<file path="config.mk">
export PLATFORM = sky130hd
export DESIGN_NAME = four_fraction_rational_alu_core
export DESIGN_NICKNAME = d
export VERILOG_FILES = /design/src/hdl/rfa_pkg.sv /design/src/hdl/rfa_front.sv /design/src/hdl/rfa_queue.sv /design/src/hdl/rfa_back.sv /design/src/hdl/four_fraction_rational_alu_core.sv
export SDC_FILE = /design/constraint.sdc
export NUM_CORES = 2
export LEC_CHECK = 0
export BUFFER_PORTS_ARGS = -buffer_cell sky130_fd_sc_hd__clkbuf_2
export CAP_MARGIN = 20
export CELL_PAD_IN_SITES_DETAIL_PLACEMENT = 1
export CELL_PAD_IN_SITES_GLOBAL_PLACEMENT = 1
export CORE_ASPECT_RATIO = 1.5
export CORE_MARGIN = 3
export CORE_UTILIZATION = 45
export CTS_BUF_LIST = sky130_fd_sc_hd__clkbuf_4 sky130_fd_sc_hd__clkbuf_8
export DETAILED_ROUTE_END_ITERATION = 12
export GPL_TIMING_DRIVEN = 0
export HOLD_SLACK_MARGIN = 0.02
export PLACE_DENSITY = 0.8
export SYNTH_ARGS = -nofsm -noshare
export SYNTH_HDL_FRONTEND = slang
export SYNTH_SLANG_ARGS = --single-unit
</file>
<file path="constraint.sdc">
create_clock -name aclk -period 11 [get_ports aclk]
set_input_delay 0.55 -clock aclk [delete_from_list [all_inputs] [get_ports aclk]]
set_output_delay 0.55 -clock aclk [all_outputs]
set_load 0.02 [all_outputs]
</file>
<file path="src/hdl/rfa_pkg.sv">
// Package for the four-fraction rational ALU: operation codes, item kinds,
// sequencer states and the queue status bundle. No dependencies.
`default_nettype none

package rfa_pkg;

    localparam int IN_FIELD_W = 12;
    localparam int OUT_W      = 48;
    localparam int N_OPND     = 8;

    localparam logic [2:0] OP_ADD = 3'd0;
    localparam logic [2:0] OP_SUB = 3'd1;
    localparam logic [2:0] OP_MUL = 3'd2;
    localparam logic [2:0] OP_DIV = 3'd3;

    typedef enum logic [2:0] {
        KIND_ADD,
        KIND_SUB,
        KIND_MUL,
        KIND_DIV,
        KIND_BAD
    } kind_t;

    localparam int KIND_W = $bits(kind_t);

    typedef enum logic [1:0] {
        U_T,
        U_B,
        U_N,
        U_D
    } uop_t;

    typedef enum logic [3:0] {
        S_IDLE,
        S_SETUP,
        S_MUL,
        S_COMB,
        S_CHECK,
        S_GSH,
        S_GA,
        S_GLOOP,
        S_GSCALE,
        S_DIVLD,
        S_DIV,
        S_DONE
    } state_t;

    typedef struct packed {
        logic valid;
        logic full;
    } q_stat_t;

endpackage

`default_nettype wire

</file>
<file path="src/hdl/rfa_front.sv">
// Front end: accepts input transfers, decodes the operation into an item kind
// and trims or zero-pads each operand to OPERAND_BITS bits for the queue. Uses rfa_pkg.
`default_nettype none

module rfa_front import rfa_pkg::*; #(
    parameter int OPERAND_BITS = 12,
    parameter int ENTRY_W      = KIND_W + N_OPND * OPERAND_BITS
) (
    input  wire logic                  s_tvalid,
    output logic                       s_tready,
    input  wire logic [103:0]          s_tdata,
    input  wire q_stat_t               q_stat,
    output logic                       push,
    output logic [ENTRY_W-1:0]         push_data
);

    localparam int PADW = (OPERAND_BITS > IN_FIELD_W) ? OPERAND_BITS : IN_FIELD_W;

    kind_t kind;
    logic [2:0] op;
    logic [N_OPND*OPERAND_BITS-1:0] opnds;

    assign op       = s_tdata[2:0];
    assign s_tready = !q_stat.full;
    assign push     = s_tvalid && s_tready;

    always_comb begin
        unique case (op)
            OP_ADD:  kind = KIND_ADD;
            OP_SUB:  kind = KIND_SUB;
            OP_MUL:  kind = KIND_MUL;
            OP_DIV:  kind = KIND_DIV;
            default: kind = KIND_BAD;
        endcase
    end

    for (genvar i = 0; i < N_OPND; i++) begin : g_opnd
        logic [PADW-1:0] padded;
        assign padded = PADW'(s_tdata[3 + i*IN_FIELD_W +: IN_FIELD_W]);
        assign opnds[i*OPERAND_BITS +: OPERAND_BITS] = padded[OPERAND_BITS-1:0];
    end

    assign push_data = {opnds, kind};

endmodule

`default_nettype wire

</file>
<file path="src/hdl/rfa_queue.sv">
// Two-entry queue between the front end and the arithmetic back end.
// Uses rfa_pkg for the status bundle.
`default_nettype none

module rfa_queue import rfa_pkg::*; #(
    parameter int WIDTH = 99
) (
    input  wire logic             aclk,
    input  wire logic             aresetn,
    input  wire logic             push,
    input  wire logic [WIDTH-1:0] push_data,
    input  wire logic             pop,
    output logic [WIDTH-1:0]      pop_data,
    output q_stat_t               q_stat
);

    logic [WIDTH-1:0] mem_reg [2];
    logic [1:0] count_reg, count_next;
    logic wr_ptr_reg, wr_ptr_next;
    logic rd_ptr_reg, rd_ptr_next;
    logic do_pop;

    assign do_pop       = pop && (count_reg != 2'd0);
    assign pop_data     = mem_reg[rd_ptr_reg];
    assign q_stat.valid = (count_reg != 2'd0);
    assign q_stat.full  = (count_reg == 2'd2);

    always_comb begin
        wr_ptr_next = push ? !wr_ptr_reg : wr_ptr_reg;
        rd_ptr_next = do_pop ? !rd_ptr_reg : rd_ptr_reg;
        count_next  = count_reg + 2'(push) - 2'(do_pop);
    end

    always_ff @(posedge aclk) begin
        if (!aresetn) begin
            count_reg  <= 2'd0;
            wr_ptr_reg <= 1'b0;
            rd_ptr_reg <= 1'b0;
        end else begin
            count_reg  <= count_next;
            wr_ptr_reg <= wr_ptr_next;
            rd_ptr_reg <= rd_ptr_next;
        end
    end

    always_ff @(posedge aclk) begin
        if (push) begin
            mem_reg[wr_ptr_reg] <= push_data;
        end
    end

endmodule

`default_nettype wire

</file>
<file path="src/hdl/rfa_back.sv">
// Back end: shift-add multiplier sequence, binary gcd and restoring divider,
// with the result register toward the output channel. Uses rfa_pkg.
`default_nettype none

module rfa_back import rfa_pkg::*; #(
    parameter int OPERAND_BITS = 12,
    parameter int ENTRY_W      = KIND_W + N_OPND * OPERAND_BITS
) (
    input  wire logic               aclk,
    input  wire logic               aresetn,
    input  wire q_stat_t            q_stat,
    input  wire logic [ENTRY_W-1:0] pop_data,
    output logic                    pop,
    output logic                    m_tvalid,
    input  wire logic               m_tready,
    output logic [95:0]             m_tdata
);

    localparam int B   = OPERAND_BITS;
    localparam int W   = 4 * B;
    localparam int CW  = $clog2(W + 1);
    localparam int MC  = $clog2(B);
    localparam int EXW = (W > OUT_W) ? W : OUT_W;

    state_t state_reg, state_next;
    uop_t   uop_reg, uop_next;
    kind_t  kind_reg, kind_next;
    logic [1:0] idx_reg, idx_next;
    logic signed [B-1:0] opnd_reg [N_OPND];
    logic load_opnd;
    logic signed [W-1:0] rn_reg, rn_next, rd_reg, rd_next, ta_reg, ta_next;
    logic signed [W-1:0] acc_reg, acc_next, mx_reg, mx_next;
    logic [B-1:0] my_reg, my_next;
    logic [MC-1:0] mcnt_reg, mcnt_next;
    logic [W-1:0] ga_reg, ga_next, gb_reg, gb_next;
    logic [CW-1:0] sh_reg, sh_next, dcnt_reg, dcnt_next;
    logic [W-1:0] dvd_reg, dvd_next, rem_reg, rem_next;
    logic dsel_reg, dsel_next;
    logic signed [W-1:0] res_n_reg, res_n_next, res_d_reg, res_d_next;
    logic out_valid_reg, out_valid_next;
    logic [OUT_W-1:0] out_n_reg, out_n_next, out_d_reg, out_d_next;

    logic mul_last, den_sel, is_addsub, gloop_done, div_last, out_free;
    logic [2:0] sel_addr;
    logic signed [W-1:0] prod, term, comb_sum, quot_s;
    logic [W-1:0] abs_n, abs_d, rem_sh, quot;
    logic rem_ge;
    logic signed [EXW-1:0] ext_n, ext_d;

    assign is_addsub  = (kind_reg == KIND_ADD) || (kind_reg == KIND_SUB);
    assign mul_last   = (mcnt_reg == MC'(B - 1));
    assign div_last   = (dcnt_reg == CW'(W - 1));
    assign gloop_done = (gb_reg == '0);
    assign out_free   = !out_valid_reg || m_tready;
    assign pop        = (state_reg == S_IDLE) && q_stat.valid;
    assign load_opnd  = pop;

    assign abs_n = rn_reg[W-1] ? W'(-rn_reg) : W'(rn_reg);
    assign abs_d = rd_reg[W-1] ? W'(-rd_reg) : W'(rd_reg);

    always_comb begin
        case (uop_reg)
            U_T:     den_sel = 1'b1;
            U_B:     den_sel = 1'b0;
            U_N:     den_sel = (kind_reg == KIND_DIV);
            default: den_sel = (kind_reg != KIND_DIV);
        endcase
    end
    assign sel_addr = {idx_reg, den_sel};

    assign term     = mul_last ? -mx_reg : mx_reg;
    assign prod     = my_reg[0] ? acc_reg + term : acc_reg;
    assign comb_sum = (kind_reg == KIND_SUB) ? ta_reg - acc_reg : ta_reg + acc_reg;

    assign rem_sh = {rem_reg[W-2:0], dvd_reg[W-1]};
    assign rem_ge = (rem_sh >= ga_reg);
    assign quot   = {dvd_reg[W-2:0], rem_ge};
    assign quot_s = (dsel_reg ? rd_reg[W-1] : rn_reg[W-1]) ? -$signed(quot) : $signed(quot);

    assign ext_n = EXW'(res_n_reg);
    assign ext_d = EXW'(res_d_reg);

    always_comb begin
        state_next = state_reg;
        unique case (state_reg)
            S_IDLE: begin
                if (q_stat.valid) begin
                    state_next = (kind_t'(pop_data[KIND_W-1:0]) == KIND_BAD) ? S_CHECK
                                                                               : S_SETUP;
                end
            end
            S_SETUP: state_next = S_MUL;
            S_MUL: begin
                if (mul_last) begin
                    if (uop_reg == U_B) begin
                        state_next = S_COMB;
                    end else if (uop_reg == U_D && idx_reg == 2'd3) begin
                        state_next = S_CHECK;
                    end else begin
                        state_next = S_SETUP;
                    end
                end
            end
            S_COMB: state_next = S_SETUP;
            S_CHECK: begin
                if (rd_reg == '0 || rn_reg == '0) begin
                    state_next = S_DONE;
                end else begin
                    state_next = S_GSH;
                end
            end
            S_GSH: begin
                if (ga_reg[0] || gb_reg[0]) begin
                    state_next = S_GA;
                end
            end
            S_GA: begin
                if (ga_reg[0]) begin
                    state_next = S_GLOOP;
                end
            end
            S_GLOOP: begin
                if (gloop_done) begin
                    state_next = S_GSCALE;
                end
            end
            S_GSCALE: state_next = S_DIVLD;
            S_DIVLD:  state_next = S_DIV;
            S_DIV: begin
                if (div_last) begin
                    state_next = dsel_reg ? S_DONE : S_DIVLD;
                end
            end
            S_DONE: begin
                if (out_free) begin
                    state_next = S_IDLE;
                end
            end
            default: state_next = S_IDLE;
        endcase
    end

    always_comb begin
        uop_next       = uop_reg;
        kind_next      = kind_reg;
        idx_next       = idx_reg;
        rn_next        = rn_reg;
        rd_next        = rd_reg;
        ta_next        = ta_reg;
        acc_next       = acc_reg;
        mx_next        = mx_reg;
        my_next        = my_reg;
        mcnt_next      = mcnt_reg;
        ga_next        = ga_reg;
        gb_next        = gb_reg;
        sh_next        = sh_reg;
        dvd_next       = dvd_reg;
        rem_next       = rem_reg;
        dcnt_next      = dcnt_reg;
        dsel_next      = dsel_reg;
        res_n_next     = res_n_reg;
        res_d_next     = res_d_reg;
        out_n_next     = out_n_reg;
        out_d_next     = out_d_reg;
        out_valid_next = out_valid_reg && !m_tready;
        unique case (state_reg)
            S_IDLE: begin
                if (q_stat.valid) begin
                    kind_next = kind_t'(pop_data[KIND_W-1:0]);
                    idx_next  = 2'd1;
                    rn_next   = W'($signed(pop_data[KIND_W +: B]));
                    rd_next   = W'($signed(pop_data[KIND_W + B +: B]));
                    case (kind_t'(pop_data[KIND_W-1:0]))
                        KIND_ADD, KIND_SUB: uop_next = U_T;
                        KIND_MUL, KIND_DIV: uop_next = U_N;
                        default: begin
                            uop_next = U_N;
                            rd_next  = '0;
                        end
                    endcase
                end
            end
            S_SETUP: begin
                mx_next   = (uop_reg == U_T || uop_reg == U_N) ? rn_reg : rd_reg;
                my_next   = opnd_reg[sel_addr];
                acc_next  = '0;
                mcnt_next = '0;
            end
            S_MUL: begin
                acc_next  = prod;
                mx_next   = mx_reg <<< 1;
                my_next   = my_reg >> 1;
                mcnt_next = mcnt_reg + MC'(1);
                if (mul_last) begin
                    case (uop_reg)
                        U_T: begin
                            ta_next  = prod;
                            uop_next = U_B;
                        end
                        U_B: uop_next = U_D;
                        U_N: begin
                            rn_next  = prod;
                            uop_next = U_D;
                        end
                        default: begin
                            rd_next  = prod;
                            idx_next = idx_reg + 2'd1;
                            uop_next = is_addsub ? U_T : U_N;
                        end
                    endcase
                end
            end
            S_COMB: rn_next = comb_sum;
            S_CHECK: begin
                if (rd_reg == '0) begin
                    res_n_next = '0;
                    res_d_next = '0;
                end else if (rn_reg == '0) begin
                    res_n_next = '0;
                    res_d_next = rd_reg;
                end
                ga_next = abs_n;
                gb_next = abs_d;
                sh_next = '0;
            end
            S_GSH: begin
                if (!(ga_reg[0] || gb_reg[0])) begin
                    ga_next = ga_reg >> 1;
                    gb_next = gb_reg >> 1;
                    sh_next = sh_reg + CW'(1);
                end
            end
            S_GA: begin
                if (!ga_reg[0]) begin
                    ga_next = ga_reg >> 1;
                end
            end
            S_GLOOP: begin
                if (!gloop_done) begin
                    if (!gb_reg[0]) begin
                        gb_next = gb_reg >> 1;
                    end else if (ga_reg > gb_reg) begin
                        ga_next = gb_reg;
                        gb_next = ga_reg - gb_reg;
                    end else begin
                        gb_next = gb_reg - ga_reg;
                    end
                end
            end
            S_GSCALE: begin
                ga_next   = ga_reg << sh_reg;
                dsel_next = 1'b0;
            end
            S_DIVLD: begin
                dvd_next  = dsel_reg ? abs_d : abs_n;
                rem_next  = '0;
                dcnt_next = '0;
            end
            S_DIV: begin
                rem_next  = rem_ge ? rem_sh - ga_reg : rem_sh;
                dvd_next  = quot;
                dcnt_next = dcnt_reg + CW'(1);
                if (div_last) begin
                    if (dsel_reg) begin
                        res_d_next = quot_s;
                    end else begin
                        res_n_next = quot_s;
                    end
                    dsel_next = 1'b1;
                end
            end
            S_DONE: begin
                if (out_free) begin
                    out_n_next     = ext_n[OUT_W-1:0];
                    out_d_next     = ext_d[OUT_W-1:0];
                    out_valid_next = 1'b1;
                end
            end
            default: begin
            end
        endcase
    end

    always_ff @(posedge aclk) begin
        if (!aresetn) begin
            state_reg     <= S_IDLE;
            out_valid_reg <= 1'b0;
        end else begin
            state_reg     <= state_next;
            out_valid_reg <= out_valid_next;
        end
    end

    always_ff @(posedge aclk) begin
        uop_reg   <= uop_next;
        kind_reg  <= kind_next;
        idx_reg   <= idx_next;
        rn_reg    <= rn_next;
        rd_reg    <= rd_next;
        ta_reg    <= ta_next;
        acc_reg   <= acc_next;
        mx_reg    <= mx_next;
        my_reg    <= my_next;
        mcnt_reg  <= mcnt_next;
        ga_reg    <= ga_next;
        gb_reg    <= gb_next;
        sh_reg    <= sh_next;
        dvd_reg   <= dvd_next;
        rem_reg   <= rem_next;
        dcnt_reg  <= dcnt_next;
        dsel_reg  <= dsel_next;
        res_n_reg <= res_n_next;
        res_d_reg <= res_d_next;
        out_n_reg <= out_n_next;
        out_d_reg <= out_d_next;
        if (load_opnd) begin
            for (int i = 0; i < N_OPND; i++) begin
                opnd_reg[i] <= pop_data[KIND_W + i*B +: B];
            end
        end
    end

    assign m_tvalid = out_valid_reg;
    assign m_tdata  = {out_d_reg, out_n_reg};

endmodule

`default_nettype wire

</file>
<file path="src/hdl/four_fraction_rational_alu_core.sv">
// Top level of the four-fraction rational ALU: front end, two-entry queue
// and arithmetic back end. Uses rfa_pkg, rfa_front, rfa_queue and rfa_back.
//
// Channel  Dir  Ports                       Payload
// s_       in   s_tvalid s_tready s_tdata   operation, four numerator/denominator pairs
// m_       out  m_tvalid m_tready m_tdata   result_num, result_den
//
// Each item runs alone in the back end: a load step, then shift-add multiplies (nine for
// add and subtract plus three combine steps, six for multiply and divide), then the binary
// gcd on 4*OPERAND_BITS wide magnitudes, and two restoring divisions by the gcd.
// Zero numerators, zero denominators and invalid operations skip gcd and division.
// The queue holds two items, so the input keeps taking transfers while a result waits, until the queue is full.
// Reset is synchronous and active low and empties the queue and the output register.
`default_nettype none

module four_fraction_rational_alu_core import rfa_pkg::*; #(
    parameter int OPERAND_BITS = 12
) (
    input  wire logic         aclk,
    input  wire logic         aresetn,
    input  wire logic         s_tvalid,
    output logic              s_tready,
    // operation, first_num, first_den, second_num, second_den, third_num,
    // third_den, fourth_num, fourth_den, zero fill
    input  wire logic [103:0] s_tdata,
    output logic              m_tvalid,
    input  wire logic         m_tready,
    // result_num, result_den
    output logic [95:0]       m_tdata
);

    localparam int ENTRY_W = KIND_W + N_OPND * OPERAND_BITS;

    q_stat_t q_stat;
    logic push, pop;
    logic [ENTRY_W-1:0] push_data, pop_data;

    rfa_front #(
        .OPERAND_BITS (OPERAND_BITS),
        .ENTRY_W      (ENTRY_W)
    ) u_front (
        .s_tvalid  (s_tvalid),
        .s_tready  (s_tready),
        .s_tdata   (s_tdata),
        .q_stat    (q_stat),
        .push      (push),
        .push_data (push_data)
    );

    rfa_queue #(
        .WIDTH (ENTRY_W)
    ) u_queue (
        .aclk      (aclk),
        .aresetn   (aresetn),
        .push      (push),
        .push_data (push_data),
        .pop       (pop),
        .pop_data  (pop_data),
        .q_stat    (q_stat)
    );

    rfa_back #(
        .OPERAND_BITS (OPERAND_BITS),
        .ENTRY_W      (ENTRY_W)
    ) u_back (
        .aclk     (aclk),
        .aresetn  (aresetn),
        .q_stat   (q_stat),
        .pop_data (pop_data),
        .pop      (pop),
        .m_tvalid (m_tvalid),
        .m_tready (m_tready),
        .m_tdata  (m_tdata)
    );

`ifndef SYNTH
    a_zero_den_zero_num: assert property (@(posedge aclk) disable iff (!aresetn)
        (m_tvalid && m_tdata[95:48] == '0) |-> (m_tdata[47:0] == '0))
        else $error("result with zero denominator has a nonzero numerator");

    a_reset_clears_out: assert property (@(posedge aclk)
        !aresetn |=> !m_tvalid)
        else $error("output valid after reset");

    a_push_lands: assert property (@(posedge aclk) disable iff (!aresetn)
        (s_tvalid && s_tready) |=> q_stat.valid)
        else $error("accepted transfer did not reach the queue");
`endif

endmodule

`default_nettype wire

</file>
## Word-level counts from Yosys, hierarchy flattened

Memory sizes are Yosys's and may differ from the RTL's. A register that Yosys moved wholly into a read port is not among the register bits.
Cells that the tools add are included.

- Add/subtract/negate cells: 16
- Multipliers: 0
- Divide/modulo/power cells: 0
- $lt $le $gt $ge: 2
- Equality and inequality tests: 45
- Shifts and indexed selects: 1
- Muxes and demuxes: 84
- Bitwise operators: 0
- Reduce and logical (&&, ||, !) cells: 51

Operators with widths:

| operator | count |
|---|---|
| 2-to-1 mux 48 bit | 32 |
| case mux 48 bit (2 select lines) | 6 |
| case mux 48 bit (3 select lines) | 2 |
| case mux 48 bit (5 select lines) | 1 |
| negation 48 bit | 4 |
| zero test 48 bit | 3 |
| subtractor 48 bit | 3 |
| adder 48 bit | 2 |
| case mux 47 bit (2 select lines) | 1 |
| greater-or-equal comparator 48 bit | 1 |
| > comparator 48 bit | 1 |
| case mux 4 bit (12 select lines) | 1 |
| << shifter 48 x 6 -> 48 bit | 1 |
| 2-to-1 mux 47 bit | 1 |
| subtractor 47 bit | 1 |
| 2-to-1 mux 4 bit | 9 |
| case mux 12 bit (2 select lines) | 1 |
| case mux 6 bit (2 select lines) | 2 |
| != test 2 x 1 -> 1 bit, second input constant | 11 |
| equality test 4 bit, second input constant | 5 |
| equality test 4 x 3 -> 1 bit, second input constant | 4 |
| 2-to-1 mux 2 bit | 8 |
| AND reduction 4 bit | 4 |
| equality test 3 x 2 -> 1 bit, second input constant | 5 |
| 40 further kinds | 90 |

- Bits in registers: 668
- Bits in latches: 0
- RAM bits: 294
- ROM bits: 0
- Word-level logic and storage cells: 228
- Memories kept: 2

Memories:

| name | depth | bits a word | read ports | clocked after memory_dff | write ports | RTL line | RTL |
|---|---|---|---|---|---|---|---|
| u_queue.mem_reg | 2 | 99 | 1 | 1 | 1 | rfa_queue.sv:17 | `logic [WIDTH-1:0] mem_reg [2];` |
| u_back.opnd_reg | 8 | 12 | 1 | 0 | 8 | rfa_back.sv:29 | `logic signed [B-1:0] opnd_reg [N_OPND];` |

## Depth between registers and ports, before layout

- Depth in word-level cells: 7
- Mapped depth: 23

## Cells and area by module

From an unflattened synthesis, not the netlist that was laid out.

- Cells, all modules: 5722
- Area total of the unflattened synthesis: 59948.7 µm²

Modules (own cells, without submodules):

| module | instances | cells an instance | area each (µm²) |
|---|---|---|---|
| rfa_back | 1 | 5290 | 51785.9 |
| rfa_queue | 1 | 331 | 7415.9 |
| rfa_front | 1 | 101 | 747.0 |

## Worst setup path before layout

Ideal clock, no wire load.

- Path type: reg2reg
- From: register u_back.state_reg[1]
- To: register u_queue.count_reg[1]
- Library setup time: 0.117 ns
- Data arrival time: 9.230 ns
- Data required time: 10.883 ns
- Slack: 1.653 ns
- Cell stages (with the launch flop): 10
- Path buffers: 2
- Period minus slack after synthesis: 9.347 ns
- Cells stage by stage: dfxtp_1 -> clkbuf_1 -> clkbuf_1 -> nor3_1 -> ha_1 -> inv_1 -> ha_1 -> xor2_1 -> xnor2_1 -> nor2_1

- Cells in the longest elaborated chain, start to end: 4

RTL lines:

| element | RTL line | RTL |
|---|---|---|
| from (decl) | rfa_back.sv:25 | `state_t state_reg, state_next;` |
| from (signal assigned) | rfa_back.sv:289 | `state_reg <= state_next;` |
| zero test 4 bit | rfa_back.sv:55 | `assign pop = (state_reg == S_IDLE) && q_stat.valid;` |
| logical AND 1 bit | rfa_back.sv:55 |  |
| net pop | four_fraction_rational_alu_core.sv:35 | `logic push, pop;` |
| logical AND 1 bit | rfa_queue.sv:23 | `assign do_pop = pop && (count_reg != 2'd0);` |
| subtractor 2 x 1 -> 2 bit | rfa_queue.sv:31 | `count_next = count_reg + 2'(push) - 2'(do_pop);` |
| to (signal assigned) | rfa_queue.sv:40 | `count_reg <= count_next;` |
| to (decl) | rfa_queue.sv:18 | `logic [1:0] count_reg, count_next;` |

The timed path passes the listed nets, and every way through them passes these cells.
A chain may end at the register's enable or synchronous reset.

## Final worst setup path

- From: register u_back.ga_reg[27]
- To: register u_back.res_d_reg[36] (netlist: u_back.ext_d[36]) (data pin)

- Cells in the longest elaborated chain, start to end: 6

RTL lines:

| element | RTL line | RTL |
|---|---|---|
| from (decl) | rfa_back.sv:35 | `logic [W-1:0] ga_reg, ga_next, gb_reg, gb_next;` |
| from (signal assigned) | rfa_back.sv:305 | `ga_reg <= ga_next;` |
| greater-or-equal comparator 48 bit | rfa_back.sv:76 | `assign rem_ge = (rem_sh >= ga_reg);` |
| negation 48 bit | rfa_back.sv:78 | `assign quot_s = (dsel_reg ? rd_reg[W-1] : rn_reg[W-1]) ? -$signed(quot) : $signed(quot);` |
| 2-to-1 mux 48 bit | rfa_back.sv:78 |  |
| 2-to-1 mux 48 bit | rfa_back.sv:264 | `if (dsel_reg) begin` |
| 2-to-1 mux 48 bit | rfa_back.sv:263 | `if (div_last) begin` |
| case mux 48 bit (2 select lines) | rfa_back.sv:166 | `unique case (state_reg)` |
| net u_back.res_d_next[36] | rfa_back.sv:39 | `logic signed [W-1:0] res_n_reg, res_n_next, res_d_reg, res_d_next;` |
| to (signal assigned) | rfa_back.sv:313 | `res_d_reg <= res_d_next;` |
| to (decl) | rfa_back.sv:39 |  |

The timed path passes the listed nets, and every way through them passes these cells. The select of a mux whose other input is x is not followed.

==> out/qor.txt <==
status - finished, final reports clean
CTS Root Cell - clkbuf_8
clk slew on worst S/H paths - 0.06 ns
WHS - 0.117 ns
vias in the first global route - 54600
Inst Count DP - 7718
CP cell instances - inv_1, ha_1, clkbuf_1, a21oi_1, o221ai_1, a221oi_1, o21ai_0, a21o_1, a21o_1, a211o_1, inv_1, buf_2, buf_1, buf_1, ha_1, nand2b_1, nand2b_1, clkbuf_1, nor3_4, a21oi_1, xnor2_1, nor2_1, a21o_1
core region area - 132000 µm²
Leak - 25.8 nW
Yosys top cell by area - edfxtp_1
area delta synth->final - 13.9%
top cells by area, synth - edfxtp_1 48%, ha_1 5.5%, a21oi_1 4.1%
max-cap check violation count - 0
clock sinks - 963
crit path DAT - 7.82 ns
Die Height - 453 µm
synth warn - 0
setup repair after global routing missed its margin - false
min cycle time layout - 7.17 ns
max reg flops - 198
switching power - 12.8 mW
post-route ant nets - 0
Synth top area share - 47.7%
DR vias/cell - 6.53
Seq. cell area - 28800 µm²
slew margin rel. - 13.1%
Post-Layout Cell Count - 8125
CTS tree - built
CP Capture Type - flip-flop
CTS Buf Count - 153
max-slew violation total from the final report - 0
clock latency on the worst-skew pair - 0.96 ns
cell internal pwr - 12.1 mW
Starting DRT DRC Count - 5059
layout filler cell count - 14500
num ports - 206
drc violations - 0
Comb pwr share - 58.0%
grt total ovfl - 0
CP Launch Type - flip-flop
Seq pwr share - 28.5%
vias post-DR - 53000
Power Density - 363 nW/µm²
fin nets - 6632
share of flip-flops with an asynchronous set or reset - 0%
Critical Path Fanout Max - 10
flops & latches, synth - 963
share of cells above drive strength 1 - 12.7%
DR pass1 iterations - 12
Synth Flop Type - edfxtp_1
Cell variety after synth - 93
switching power share of the total - 51.4%
Most common cell on crit path - a21o_1
endpoints failing hold - 0
post-placement cell area - 64000 µm²
WL/cell - 34.3 µm
type of the most critical hold path - in -> reg
Die X - 304 µm
Starting Density - 45.5%
H-tree depth - 4
final setup fails - 0
area of the multi-input gates - 29300 µm²
Critical Path RT - 11.65 ns
number of synthesized flops with an enable pin - 953
Peak VDD IR - 0.000194 V
full die area - 138000 µm²
final setup skew - 0.0687 ns
sequential share of the synthesized area - 48.0%
Synthesized Nets - 6120
first-pass GRT wire length - 394000 µm
HPWL after detailed placement - 213000 µm
Fmax - 0.139 GHz
Max stage delay on crit path - 0.62 ns
slowest stage cell, crit path - edfxtp_1
Placer Congestion - 1.07
buffer depth of the longest clock path - 3
overall routing resource usage - 39.5%
FP Rows - 163
post-route cell area - 68400 µm²
drt total wl - 278000 µm
final worst path period share - 65.2%
cells after synthesis - 5742
largest net degree at the start of global routing - 58
pre-CTS WS - 4.04 ns
Post-Syn Area per Cell - 10.5 µm²
antenna violations before repair - 23
clock share of power - 13.5%
IO Port Bufs - 200
Mapped Area - 60000 µm²
Setup WS post-layout - 3.83 ns
Crit Path Class - reg -> reg
pin slew with the least headroom to its limit - 1.30 ns
layout make-up:
cell class                      count  share of cell area [%]
Buffer                            318                    1.79
Inverter                          223                    1.22
Timing Repair Buffer              357                    4.13
Multi-Input combinational cell   4238                    42.9
Sequential cell                   963                    42.1
Clock inverter                     81                   0.975
Clock buffer                      200                    3.65
Antenna cell                       13                  0.0476
Tap cell                         1732                    3.17
per-stage QoR:
| step | util [%] | total power [mW] | setup TNS (ns) |
|---|---|---|---|
| after floorplan | - | 14.8 | 0 |
| after global placement | 47.9 | 20.2 | -156.26 |
| after detailed placement | 48.5 | 20.6 | 0 |
| after CTS | 51.7 | 23.9 | 0 |
| after global routing | 51.8 | 25.7 | 0 |
| final | 51.8 | 24.8 | 0 |
final timing paths:
| path | startpoint | slack (ns) | cells past startpoint | to |
|---|---|---|---|---|
| hold reg to reg | u_back.ext_d[16] | 0.40 | 0 | u_back.out_d_reg[16] |
| hold / removal | s_tvalid | 0.12 | 4 | u_queue.wr_ptr_reg |
| setup / recovery | u_back.ga_reg[27] | 3.83 | 23 | u_back.ext_d[36] |
| setup reg to reg | u_back.ga_reg[27] | 3.83 | 23 | u_back.ext_d[36] |
per-layer routing:
layer,routed length [µm],GRT usage [%],vias up
li1,-,-,22700
met1,96900,42.2,26600
met2,135000,67.0,2754
met3,18100,7.81,965
met4,28400,34.1,14
met5,95,0,-
power groups by stage:
stage                     Clock (mW)  Sequential, mW  Combinational, mW
final                           3.35            7.08               14.4
after global routing            3.51            7.10               15.0
after CTS                       3.30            6.95               13.7
after detailed placement           0            7.00               13.6
after global placement             0            7.17               13.0
after floorplan                    0            6.42               8.42
layout by cell type (no fill, tap or decap), types with 45 or more instances in the layout:
cell type	Yosys	layout
edfxtp_1	953	953
nand2_1	570	570
a21oi_1	492	492
nor2_1	416	412
o21ai_0	361	359
ha_1	265	265
clkbuf_1	254	254
inv_1	218	218
xnor2_1	212	207
clkbuf_2	1	201
xor2_1	173	171
a21o_1	170	170
clkbuf_8	0	160
mux2_2	151	151
mux2i_1	142	142
dlygate4sd3_1	0	100
nand3_1	89	89
nor3_1	85	82
o31ai_1	75	75
nand4_1	69	69
mux4_2	60	60
a31oi_1	57	57
or3_1	56	56
nand2b_1	55	55
nor4_1	50	50
o21bai_1	50	50
buf_1	47	47
o221ai_1	45	45
critical path: cells and delay by family (launching register included):
kind / cells / cell delay (ns)
compound gates: 9 / 2.03
xor+xnor: 1 / 0.24
fa+ha+maj: 2 / 0.65
buf+inv: 7 / 2.47
flops: 1 / 0.62
simple gates: 4 / 0.87
Yosys cell counts (all sizes together), types with 13 or more instances:
cell and instances:
mux4 60, nor4 53, nor2b 39, nand4 69
and2 34, a211oi 43, a222oi 34, a21o 170
o21a 35, edfxtp 953, a221o 14, o22ai 35
a21oi 493, or2 27, or3 57, o41ai 23
o221ai 45, nor2 416, buf 63, nand3 89
nand2 570, ha 265, inv 220, xor2 173
nand2b 55, or4 26, mux2 151, a221oi 23
o31a 13, o31ai 76, a211o 24, and3 32
nor3 86, a31oi 57, mux2i 142, o21bai 50
a31o 14, xnor2 212, o211ai 31, clkbuf 255
o21ai 370
repair_timing:
action,CTS,global route
gates resized for setup,0,0
endpoints found under the hold margin,201,0
setup buffers,0,0
hold buffers,100,0
cell families after synthesis:
| group | after synthesis | share of synthesized area (%) |
|---|---|---|
| flops | 963 | 48.0 |
| xor+xnor | 385 | 5.62 |
| simple gates | 1591 | 12.4 |
| mux | 353 | 7.45 |
| buf+inv | 541 | 3.43 |
| compound gates | 1639 | 17.5 |
| fa+ha+maj | 270 | 5.69 |
(Power assumes the default switching activity.)
